File: src/hw/rtl/pid_position_controller_defines.svh
// Assertion macros shared by the controller's RTL files
`ifndef PID_POSITION_CONTROLLER_DEFINES_SVH
`define PID_POSITION_CONTROLLER_DEFINES_SVH

// check that cond implies prop in the same cycle
`define PIDPC_ASSERT_HOLDS(label, clk, rst, cond, prop) \
   label: assert property (@(posedge clk) disable iff (rst) (cond) |-> (prop)) \
      else $error("pidpc: assertion failed");

// check that cond implies prop in the next cycle
`define PIDPC_ASSERT_NEXT(label, clk, rst, cond, prop) \
   label: assert property (@(posedge clk) disable iff (rst) (cond) |=> (prop)) \
      else $error("pidpc: assertion failed");

`endif

File: src/hw/rtl/pidpc_pkg.sv
// Types, widths and register codes of the PID position controller
package pidpc_pkg;

   localparam int POSITION_FRACTION_BITS = 8;
   localparam int GAIN_FRACTION_BITS     = 24;
   localparam int FRAC_BITS              = POSITION_FRACTION_BITS + GAIN_FRACTION_BITS;

   localparam int POS_WIDTH   = 32;
   localparam int ERR_WIDTH   = POS_WIDTH + 1;
   localparam int DERIV_WIDTH = ERR_WIDTH + 1;
   localparam int INTEG_WIDTH = 48;
   localparam int INTEG_SPLIT = 24;
   localparam int GAIN_WIDTH  = 32;
   localparam int BAND_WIDTH  = 31;
   localparam int LIMIT_WIDTH = 7;
   localparam int DRIVE_WIDTH = 8;
   localparam int DATA_WIDTH  = 32;

   localparam int PROD_P_WIDTH  = ERR_WIDTH + GAIN_WIDTH;
   localparam int PROD_IL_WIDTH = INTEG_SPLIT + 1 + GAIN_WIDTH;
   localparam int PROD_IH_WIDTH = INTEG_WIDTH - INTEG_SPLIT + GAIN_WIDTH;
   localparam int PROD_D_WIDTH  = DERIV_WIDTH + GAIN_WIDTH;
   localparam int SUM_WIDTH     = INTEG_WIDTH + GAIN_WIDTH + 2;

   localparam int CSR_ADDR_WIDTH = 5;
   localparam int CSR_INDEX_LSB  = 2;
   localparam int CSR_INDEX_WIDTH = CSR_ADDR_WIDTH - CSR_INDEX_LSB;

   localparam logic [CSR_INDEX_WIDTH-1:0] CSR_P_GAIN        = 3'd0;
   localparam logic [CSR_INDEX_WIDTH-1:0] CSR_I_GAIN        = 3'd1;
   localparam logic [CSR_INDEX_WIDTH-1:0] CSR_D_GAIN        = 3'd2;
   localparam logic [CSR_INDEX_WIDTH-1:0] CSR_INTEGRAL_BAND = 3'd3;
   localparam logic [CSR_INDEX_WIDTH-1:0] CSR_OUTPUT_LIMIT  = 3'd4;

   localparam logic [BAND_WIDTH-1:0]  BAND_RESET  = 31'd6400;
   localparam logic [LIMIT_WIDTH-1:0] LIMIT_RESET = 7'd127;

   typedef logic signed [POS_WIDTH-1:0]     pos_type;
   typedef logic signed [ERR_WIDTH-1:0]     err_type;
   typedef logic signed [DERIV_WIDTH-1:0]   deriv_type;
   typedef logic signed [INTEG_WIDTH-1:0]   integ_type;
   typedef logic signed [GAIN_WIDTH-1:0]    gain_type;
   typedef logic signed [PROD_P_WIDTH-1:0]  prod_p_type;
   typedef logic signed [PROD_IL_WIDTH-1:0] prod_il_type;
   typedef logic signed [PROD_IH_WIDTH-1:0] prod_ih_type;
   typedef logic signed [PROD_D_WIDTH-1:0]  prod_d_type;
   typedef logic signed [SUM_WIDTH-1:0]     sum_type;
   typedef logic signed [DRIVE_WIDTH-1:0]   drive_type;

   localparam integ_type INTEG_MAX = {1'b0, {(INTEG_WIDTH-1){1'b1}}};
   localparam integ_type INTEG_MIN = {1'b1, {(INTEG_WIDTH-1){1'b0}}};

   typedef struct packed {
      gain_type                p_gain;
      gain_type                i_gain;
      gain_type                d_gain;
      logic [BAND_WIDTH-1:0]   integral_band;
      logic [LIMIT_WIDTH-1:0]  output_limit;
   } cfg_type;

endpackage

File: src/hw/rtl/pidpc_csr.sv
// Configuration registers behind the APB-style port
module pidpc_csr (
   input  logic                                clock,
   input  logic                                reset,
   input  logic                                psel,
   input  logic                                penable,
   input  logic                                pwrite,
   input  logic [pidpc_pkg::CSR_ADDR_WIDTH-1:0] paddr,
   input  logic [pidpc_pkg::DATA_WIDTH-1:0]     pwdata,
   output logic [pidpc_pkg::DATA_WIDTH-1:0]     prdata,
   output logic                                pready,
   output pidpc_pkg::cfg_type                   cfg
);
   import pidpc_pkg::*;

   cfg_type                    cfg_ff;
   cfg_type                    cfg_in;
   logic [CSR_INDEX_WIDTH-1:0] index;
   logic                       write;

   assign index  = paddr[CSR_ADDR_WIDTH-1:CSR_INDEX_LSB];
   assign write  = psel && penable && pwrite;
   assign pready = 1'b1;
   assign cfg    = cfg_ff;

   always_comb begin
      cfg_in = cfg_ff;
      if (write) begin
         unique case (index)
            CSR_P_GAIN:        cfg_in.p_gain        = pwdata;
            CSR_I_GAIN:        cfg_in.i_gain        = pwdata;
            CSR_D_GAIN:        cfg_in.d_gain        = pwdata;
            CSR_INTEGRAL_BAND: cfg_in.integral_band = pwdata[BAND_WIDTH-1:0];
            CSR_OUTPUT_LIMIT:  cfg_in.output_limit  = pwdata[LIMIT_WIDTH-1:0];
            default:           cfg_in = cfg_ff;
         endcase
      end
   end

   always_comb begin
      unique case (index)
         CSR_P_GAIN:        prdata = cfg_ff.p_gain;
         CSR_I_GAIN:        prdata = cfg_ff.i_gain;
         CSR_D_GAIN:        prdata = cfg_ff.d_gain;
         CSR_INTEGRAL_BAND: prdata = DATA_WIDTH'(cfg_ff.integral_band);
         CSR_OUTPUT_LIMIT:  prdata = DATA_WIDTH'(cfg_ff.output_limit);
         default:           prdata = '0;
      endcase
   end

   always_ff @(posedge clock) begin
      if (reset) begin
         cfg_ff.p_gain        <= '0;
         cfg_ff.i_gain        <= '0;
         cfg_ff.d_gain        <= '0;
         cfg_ff.integral_band <= BAND_RESET;
         cfg_ff.output_limit  <= LIMIT_RESET;
      end else begin
         cfg_ff <= cfg_in;
      end
   end

endmodule

File: config.mk
export PLATFORM = sky130hd
export DESIGN_NAME = pidpc_csr
export DESIGN_NICKNAME = d
export VERILOG_FILES = /design/src/hw/rtl/pid_position_controller_defines.svh /design/src/hw/rtl/pidpc_pkg.sv /design/src/hw/rtl/pidpc_csr.sv
export SDC_FILE = /design/constraint.sdc
export NUM_CORES = 1
export LEC_CHECK = 0
export BUFFER_PORTS_ARGS = -buffer_cell sky130_fd_sc_hd__buf_2
export CORE_MARGIN = 3
export CORE_UTILIZATION = 26
export DETAILED_ROUTE_END_ITERATION = 7
export GPL_ROUTABILITY_DRIVEN = 0
export HOLD_SLACK_MARGIN = 0.12
export SLEW_MARGIN = 20
export SYNTH_ARGS = -nofsm -noshare
export SYNTH_HDL_FRONTEND = slang
export SYNTH_SLANG_ARGS = --single-unit
File: constraint.sdc
create_clock -name clock -period 1.8 [get_ports clock]
set_input_delay 0 -clock clock [delete_from_list [all_inputs] [get_ports clock]]
set_output_delay 0 -clock clock [all_outputs]
set_load 0.02 [all_outputs]
# ---- Yosys cells after proc, flatten, opt, wreduce, memory -nomap -nowiden
# Cells that the tools add are included.
dict set report classes {
  n_eq_ne 4
  n_mux 1
  reduce_logical 8
}
# operator n
set op_table {}
lappend op_table {{$pmux W32 S5} 1}
lappend op_table {{$reduce_and A2 Y1} 5}
lappend op_table {{$eq A3 B2 Y1 const B} 2}
lappend op_table {{$eq A3 B1 Y1 const B} 1}
lappend op_table {{$eq A3 B3 Y1 const B} 1}
lappend op_table {{$logic_not A3 Y1} 1}
lappend op_table {{$logic_and A1 B1 Y1} 2}
dict set report totals {
  ff_bits 134
  in_bits 42
  out_inout_bits 167
  word_cells 18
}

# ---- Depth between registers and ports, before layout
# Gate-level depths: netlist of the first run.
dict set report logic_depth {
  ltp_word 3
  ltp_mapped 7
  depth_no_buf 3
}

# ---- Worst setup path before layout of the first run
# Ideal clock, no wire load.
dict set report synth_timing {
  path_kind {flip-flop to output port}
  start {register cfg_ff, in the netlist cfg[69]}
  end {output prdata[31] in the netlist's numbering}
  t_arrival_ns 1.174
  t_required_ns 1.800
  setup_slack_ns 0.626
  path_stages_with_launch 4
  n_path_buf 0
  path_cell_list {dfxtp_1 > mux2i_1 > or2_2 > a21oi_1}
}
dict set report synth_via {
  elab_chain_cells 1
}
# element line
set synth_rtl {}
lappend synth_rtl {{from (decl)} pidpc_csr.sv:16} ;# cfg_type cfg_ff;
lappend synth_rtl {{from (signal assigned)} pidpc_csr.sv:59} ;# cfg_ff <= cfg_in;
lappend synth_rtl {{$pmux W32 S5} pidpc_csr.sv:41} ;# unique case (index)
lappend synth_rtl {{to (decl)} pidpc_csr.sv:10} ;# output logic [pidpc_pkg::DATA_WIDTH-1:0] prdata,
# Every way passes these cells.

# ---- Worst setup path after layout of the first run
dict set report layout_timing {
  start {register cfg_ff, in the netlist cfg[18]}
  end {output prdata[11] in the netlist's numbering}
}
# The elaborated chain is that of the path after synthesis.

==> results of run 1 <==
==> layout make-up <==
type	count	area (sq um)	share of cell area
Multi-Input combinational cell	409	3480	0.400
Clock buffer	17	425	0.0489
Timing Repair Buffer	253	1520	0.175
Sequential cell	134	2680	0.308
Antenna cell	1	2.50	0.000288
Tap cell	324	405	0.0466
Clock inverter	15	180	0.0207
==> routing by layer <==
metal / wire (um) / part of all wire / vias to the layer above
li1: - / - / 2461
met1: 8570 / 0.47 / 2435
met2: 8590 / 0.47 / 123
met3: 978 / 0.054 / 8
met4: 123 / 0.0067 / 0
met5: 0 / 0 / -
==> kinds of logic after synthesis <==
logic type | share of synthesized area
other cells | 0.000580
buf+inv | 0.0470
simple gates | 0.207
mux | 0.315
flops | 0.415
compound gates | 0.0166
==> power breakdown <==
group	total [mW]	switching (mW)	leakage [nW]	internal (mW)
Clock	3.60	1.41	0.290	2.19
Combinational	0.552	0.286	2.93	0.265
Sequential	3.01	0.0175	1.08	2.99
==> repair_timing <==
item	in CTS	in global routing
hold buffers	32	0
hold endpoints to repair	134	0
endpoints found under the setup margin	0	0
buffers inserted	0	0
resized for setup	0	0
==> synth_stat cells (6+ instances only) <==
| master | instances | area (sq um) |
|---|---|---|
| nor2_1 | 26 | 97.6 |
| clkbuf_1 | 21 | 78.8 |
| nor2b_1 | 26 | 163 |
| mux4_2 | 24 | 541 |
| buf_2 | 6 | 30.0 |
| buf_6 | 8 | 90.1 |
| dfxtp_1 | 134 | 2680 |
| nand2b_1 | 157 | 982 |
| buf_4 | 12 | 90.1 |
| mux2i_1 | 146 | 1460 |
==> placed cells by master (no fill, tap or decap) <==
master | Yosys | final
inv_6 | 0 | 2
a21oi_1 | 1 | 1
nand2_4 | 1 | 1
nor2_1 | 26 | 26
mux2i_1 | 146 | 146
a211o_1 | 1 | 1
nor3_1 | 1 | 1
nand2_1 | 2 | 2
o21a_1 | 3 | 3
buf_4 | 12 | 13
clkbuf_16 | 0 | 17
mux2_2 | 3 | 3
clkinv_4 | 0 | 4
o21ai_0 | 3 | 3
o2bb2ai_1 | 3 | 3
clkinvlp_4 | 0 | 3
bufinv_16 | 0 | 3
buf_12 | 0 | 4
a221o_1 | 3 | 3
clkinv_2 | 0 | 3
and2_1 | 1 | 1
nand3_2 | 1 | 1
and4_1 | 1 | 1
dfxtp_1 | 134 | 134
or2_2 | 1 | 1
nor2b_1 | 26 | 26
buf_2 | 6 | 204
conb_1 | 1 | 1
nor3b_2 | 1 | 1
nand3b_1 | 1 | 1
mux4_2 | 24 | 24
and2_4 | 1 | 1
nand2b_1 | 157 | 157
and4b_1 | 1 | 1
diode_2 | 0 | 1
dlygate4sd3_1 | 0 | 32
==> how the worst max path moves through the flow <==
stage	startpoint	cells past startpoint	end	slack (ps)
final	cfg[18]	3	prdata[11]	250
after global routing	cfg[69]	4	prdata[31]	170
after CTS	cfg[18]	3	prdata[11]	220
after detailed placement	paddr[3]	5	prdata[20]	290
after global placement	paddr[3]	5	prdata[20]	300
after floorplan	cfg[69]	3	prdata[31]	630
==> per-stage QoR <==
step                std cells  power (mW)  hold slack [ps]  area (sq um)
detailed placement       1088        3.58              292          7770
finish                   1153        7.15              208          8700
floorplan                 591        3.41              161          6470
CTS                      1152        7.29              179          8700
global placement         1088        3.58              281          7770
global route             1152        7.45              207          8700
==> critical path: cells and delay by family, from the launching register on <==
family	cells	cell delay, ps
buffers and inverters	1	190
and+or+nand+nor	1	140
muxes	1	470
DFF	1	340
==> results_dict.tcl, run 1 <==
set metrics [dict create \
    crit_path_end_kind "output port" \
    gr-total-overflow 0 \
    cp_cell_sequence "mux4_2 -> nor2b_1 -> buf_2" \
    top_usage_layer "met2" \
    crit_path_top_delay_cell "mux4_2" \
    peakVddDrop_mv 0.361 \
    drcViolationCount 0 \
    clkTransAtPathRegs_ps 60 \
    die_w_um 164 \
    use_met3 0.0356 \
    reg2reg_setup_slack_ps 1130 \
    ios 209 \
    dr.pass1.iters 4 \
    groute.usage.overall 0.137 \
    drv_slew 0 \
    synth_seq_area_share 0.415 \
    htreeDepth 4 \
    finalSetupTns_ps 0 \
    hold_start "penable" \
    pre_cts_slack_ps 290 \
    fin_skew_ps 0 \
    cp_max_fo 3 \
    cap_violations 0 \
    antenna_found_initial 0 \
    coreArea_sq_mm 0.0244 \
    relSlewSlack 0.558 \
    synthesis.instances 591 \
    hold_depth 3 \
    drt-initial-drc-count 241 \
    ys_types 30 \
    synth_warnings 0 \
    drt_wl_total_um 18300 \
    worst_slack_ps 248 \
    slowest_delay_ps 470 \
    root_buffer "clkbuf_16" \
    critPathKind "flop to output port" \
    die_area_sq_mm 0.0268 \
    reg2regPathDepth 2 \
    drive_above_1_share 0.344 \
    port_buffers 205 \
    rsz0062_at_grt "no" \
    final-hold-violation-count 0 \
    grt_pass1_vias 4922 \
    cts_num_sinks 134 \
    synth_ff_type "dfxtp_1" \
    max_freq_ghz 0.645 \
    nFillCells 2460 \
    synth_nets 633 \
    worstPathArrival_ps 1550 \
    worstReg2RegEnd "cfg[1]" \
    largest_reg_flops 134 \
    hp-class "primary input to flop" \
    leakage_nw 4.30 \
    finalSetupViolations 0 \
    ys_async_sr_fraction 0 \
    finalCriticalPeriod_ps 1550 \
    synth-edff-count 0 \
    utilization 0.357 \
    wl_per_cell_um 15.8 \
    cts_buffers 17 \
    initial_core_util 0.265 \
    start_kind "flop" \
    post-dp-hpwl_um 12000 \
    tightest_slew_ps 663 \
    met1_usage 0.181 \
    final_nets 857 \
    cts_tree "built" \
    avgSynthCellArea_sq_um 10.9 \
    grt_first_pass_wirelength_um 28500 \
    antenna_left 0 \
    area_delta_synth_final_pct 34.4 \
    r2r-start "cfg[1]" \
    outcome "completed" \
    clock_path_buffers 2 \
    row_count 57 \
    grt_start_max_net_pins 177 \
    period_share 0.862 \
    fp.dieH_um 164 \
    ys_seq_elements 134 \
    via_per_inst 4.36 \
    via_count 5027 \
    hold_end "cfg[0]" \
    insertion_delay_ps 410 \
    grtUsageMet2 0.222 \
    p_per_area_mw_per_mm2 822 \
    synth_area_sq_mm 0.00647 \
    worstPathRequired_ps 1800 \
]
Power figures use the tool's default switching activity.
==> run 2: changes to the inputs <==
Settings changed: CORE_ASPECT_RATIO set to 0.5.
==> run 2 against run 1 <==
Count of clock-buffer cells in the layout increased by 2. Setup slack lost 93 ps. First-iteration DRC count rose by 24%. Hold slack got worse by 33 ps. Core utilization grew 0.69 points. Flip-flop and latch count unchanged. Register-to-register slack worse by 550 ps. Die area increased by 0.43%. Design area rose by 1.2%. Non-clock buffer count grew 7. Power rose by 1.1%. Global-route usage up 1.1 points. Largest power group unchanged. Highest routed layer unchanged.
==> results_dict.tcl, run 2 (synthesized netlist as in run 1, its figures left out) <==
set metrics [dict create \
    grt_start_max_net_pins 56 \
    hp-class "primary input to flop" \
    nFillCells 2439 \
    clock_path_buffers 2 \
    post_cts_buffers 0 \
    dr.pass1.iters 4 \
    dp_cells 1103 \
    tightest_slew_ps 642 \
    relSlewSlack 0.572 \
    reg2reg_setup_slack_ps 580 \
    rsz0062_at_grt "no" \
    final-hold-violation-count 0 \
    via_count 5187 \
    htreeDepth 4 \
    fin_skew_ps 0 \
    outcome "completed" \
    n_antenna_cell 0 \
    hold_start "reset" \
    swShare 0.229 \
    slowest_delay_ps 560 \
    cap_violations 0 \
    cts_num_sinks 134 \
    utilization 0.364 \
    max_freq_ghz 0.608 \
    drt_wl_total_um 19700 \
    hold_end "cfg[118]" \
    leakage_nw 4.33 \
    wl_per_cell_um 16.8 \
    pwr-share-seq 0.416 \
    cp_max_fo 2 \
    cts_tree "built" \
    ff_latch_area_sq_mm 0.00268 \
    via_per_inst 4.43 \
    row_count 40 \
    area_delta_synth_final_pct 36.1 \
    start_kind "primary input" \
    die_w_um 229 \
    post-dp-hpwl_um 13500 \
    clkTransAtPathRegs_ps 60 \
    r2r-start "cfg[15]" \
    finalCriticalPeriod_ps 1640 \
    ios 209 \
    groute.usage.overall 0.148 \
    largest_reg_flops 134 \
    cp_top_family "buffers and inverters" \
    worst-path-buf-inv 4 \
    finalSetupViolations 0 \
    critPathKind "primary input to flop" \
    root_buffer "clkbuf_16" \
    p_int_mw 5.57 \
    die_area_sq_mm 0.0269 \
    initial_core_util 0.267 \
    cp_common_cell "dlygate4sd3_1" \
    drcViolationCount 0 \
    insertion_delay_ps 420 \
    coreArea_sq_mm 0.0242 \
    grt_first_pass_wirelength_um 31000 \
    antenna_left 0 \
    layout_common_cells "buf_2, nand2b_1, mux2i_1" \
    clkPwrFrac 0.505 \
    worstPathArrival_ps 1960 \
    cts_buffers 17 \
    grt_pass1_vias 5391 \
    p_sw_mw 1.66 \
    mostFrequentLayoutCell "buf_2" \
    drv_slew 0 \
    drt-initial-drc-count 299 \
    finalSetupTns_ps 0 \
    p_comb_frac 0.079 \
    crit_path_end_kind "flop" \
    worstPathRequired_ps 2110 \
    worstReg2RegEnd "cfg[15]" \
    multi_input_area_sq_mm 0.00348 \
    period_share 0.914 \
    hold_depth 3 \
    layout.cells.non_filler 1171 \
    gr-total-overflow 0 \
    cp_cell_sequence "dlygate4sd3_1 -> buf_2 -> nor2_1 -> dlygate4sd3_1 -> mux2i_1 -> dlygate4sd3_1" \
    reg2regPathDepth 3 \
    drive_above_1_share 0.343 \
    antenna_found_initial 0 \
    final_nets 864 \
    peakVddDrop_mv 0.455 \
    port_buffers 205 \
    cts_resized 0 \
    fp.dieH_um 118 \
    crit_path_top_delay_cell "dlygate4sd3_1" \
    p_per_area_mw_per_mm2 821 \
]
run 2: timing repair:
action / 4_1_cts / 5_1_grt
hold buffers: 36 / 0
setup endpoints to repair: 0 / 0
hold endpoints to repair: 134 / 0
run 2: stage by stage:
step                      setup WS (ps)  area [sq um]  hold slack [ps]  power [mW]
after floorplan                     626          6470              161        3.41
after global placement              411          7830              268        3.58
after detailed placement            382          7830              286        3.59
after CTS                           194          8810              147        7.35
after global routing               88.7          8810              165        7.52
final                               155          8810              175        7.23
run 2: final cells by class:
class                   instances  share of cell area
flip-flops and latches        134               0.305
well taps                     336              0.0477
clock buffers                  19              0.0492
repair buffers                260               0.182
clock inverters                13              0.0205
multi-input cells             409               0.396
run 2: power groups by stage:
stage,Clock (mW),Combinational [mW],Sequential [mW]
6_report,3.65,0.572,3.01
5_1_grt,3.90,0.615,3.01
4_1_cts,3.76,0.577,3.01
3_5_place_dp,0,0.517,3.07
3_3_place_gp,0,0.508,3.07
2_1_floorplan,0,0.314,3.09
run 2: tightest hold or removal path, cell delays in order:
cell and delay, ps:
buf_4 240, nand2b_1 200, mux2i_1 110
run 2: worst max-delay path by stage:
| stage | from | end | slack [ps] | cells after the start |
|---|---|---|---|---|
| after floorplan | cfg[69] | prdata[31] | 630 | 3 |
| after global placement | paddr[2] | prdata[12] | 410 | 5 |
| after detailed placement | pwrite | cfg[40] | 380 | 5 |
| after CTS | pwdata[8] | cfg[15] | 190 | 6 |
| after global routing | pwdata[8] | cfg[15] | 90 | 6 |
| final | pwdata[8] | cfg[15] | 160 | 6 |
run 2: layer usage:
layer  GRT usage  up-vias  part of all wire
li1            -     2477                 -
met2       0.254       99              0.51
met1       0.176     2577              0.44
met3      0.0387       34             0.034
met5           0        -                 0
met4      0.0630        0             0.024
==> run 3: changes to the inputs <==
Settings changed: CTS_BUF_LIST set to sky130_fd_sc_hd__clkbuf_16, GPL_ROUTABILITY_DRIVEN 0 to not set.
==> run 3 against run 2 <==
Maximum frequency barely moved. Hold slack barely moved. Critical path depth did not move. Die area did not move. Power is 0.13% lower. Count of clock-buffer cells in the layout shrank 2. Routed wire length about the same. Clock skew did not move. Cell count did not move. Setup slack worse by 0.68 ps.
==> results_dict.tcl, run 3 (synthesized netlist as in run 1, its figures left out) <==
set metrics [dict create \
    dr_wl_met2_um 9970 \
    fp.dieH_um 118 \
    via_per_inst 4.42 \
    crit_path_top_delay_cell "dlygate4sd3_1" \
    largest_reg_flops 134 \
    layout_common_cells "buf_2, nand2b_1, mux2i_1" \
    nFillCells 2439 \
    drive_above_1_share 0.343 \
    drt-initial-drc-count 290 \
    cp_common_cell "dlygate4sd3_1" \
    drt_wl_total_um 19700 \
    rsz0062_at_grt "no" \
    drv_slew 0 \
    slowest_delay_ps 560 \
    cp_cell_sequence "dlygate4sd3_1 -> buf_2 -> nor2_1 -> dlygate4sd3_1 -> mux2i_1 -> dlygate4sd3_1" \
    htreeDepth 4 \
    crit_path_end_kind "flop" \
    cap_violations 0 \
    grt_pass1_vias 5388 \
    grt_first_pass_wirelength_um 31000 \
    grt_start_max_net_pins 56 \
    via_count 5178 \
    groute.usage.overall 0.148 \
    critPathKind "primary input to flop" \
    cp_top_family "buffers and inverters" \
    ios 209 \
    die_w_um 229 \
    cts_tree "built" \
    root_buffer "clkbuf_16" \
    worstPathRequired_ps 2110 \
    highest_layer "met4" \
    wl_met3_um 641 \
    antenna_left 0 \
    max_freq_ghz 0.608 \
    drcViolationCount 0 \
    peakVddDrop_mv 0.455 \
    fin_skew_ps 0 \
    tightest_slew_ps 640 \
    gp_congestion 0.811 \
    outcome "completed" \
    n_antenna_cell 0 \
    final-hold-violation-count 0 \
    finalSetupTns_ps 0 \
    p_total_mw 7.22 \
    period_share 0.914 \
    gr-total-overflow 0 \
    hp-class "primary input to flop" \
    worst-path-buf-inv 4 \
    mostFrequentLayoutCell "buf_2" \
    m1WireLength_um 8620 \
    leakage_nw 4.34 \
    relSlewSlack 0.573 \
    area_delta_synth_final_pct 36.1 \
    cts_num_sinks 134 \
    cts_buffers 17 \
    start_kind "primary input" \
    clock_path_buffers 2 \
    cts_resized 0 \
    finalCriticalPeriod_ps 1650 \
    post-dp-hpwl_um 13500 \
    clkTransAtPathRegs_ps 60 \
    wl_per_cell_um 16.8 \
    worstPathArrival_ps 1960 \
    die_area_sq_mm 0.0269 \
    row_count 40 \
    p_per_area_mw_per_mm2 820 \
    finalSetupViolations 0 \
    initial_core_util 0.267 \
    antenna_found_initial 0 \
    dr.pass1.iters 4 \
    port_buffers 205 \
    insertion_delay_ps 420 \
    coreArea_sq_mm 0.0242 \
    cp_max_fo 2 \
    final_nets 864 \
]
run 3: cell count changes in the layout (fill, tap and decap cells not counted), sizes merged:
cell / previous run / this run
clkbuf: 19 / 17
inv: 1 / 3
run 3: worst paths after layout:
kind,slack [ps],depth (start not counted),startpoint,end
setup / recovery,150,6,pwdata[8],cfg[15]
hold / removal,170,3,reset,cfg[118]
setup reg to reg,570,3,cfg[15],cfg[15]
hold reg to reg,480,2,cfg[89],cfg[89]
run 3: layout make-up:
type,count,area (sq um),area share
Multi-Input combinational cell,409,3480,0.396
Sequential cell,134,2680,0.305
Timing Repair Buffer,260,1610,0.182
Clock buffer,17,425,0.0483
Tap cell,336,420,0.0477
Clock inverter,15,188,0.0213
run 3: routing by layer:
| layer | track usage | vias up |
|---|---|---|
| met3 | 0.0387 | 34 |
| met4 | 0.0630 | 0 |
| li1 | - | 2478 |
| met2 | 0.254 | 93 |
| met5 | 0 | - |
| met1 | 0.177 | 2573 |
run 3: report_power, final:
group          internal, mW  leakage (nW)  switching [mW]
Clock                  2.30         0.301            1.34
Combinational         0.275          2.96           0.296
Sequential             2.99          1.08          0.0183
run 3: worst reg2reg max path, delay by kind of cell, from the launching register on:
family / cells / cell delay (ps)
flops: 1 / 340
mux: 1 / 90
buf+inv: 1 / 560
simple gates: 1 / 130
run 3: what timing repair did:
action / CTS / global route
hold buffers: 36 / 0
buffers inserted: 0 / 0
endpoints found under the hold margin: 134 / 0
run 3: per-stage QoR:
step	util	std cells	hold WS, ps	setup WS (ps)	area, sq um
after global placement	0.323	1103	268	411	7830
after detailed placement	0.323	1103	286	382	7830
final	0.364	1171	174	155	8810
after floorplan	-	591	161	626	6470
after CTS	0.364	1171	147	194	8810
after global routing	0.364	1171	165	88.7	8810
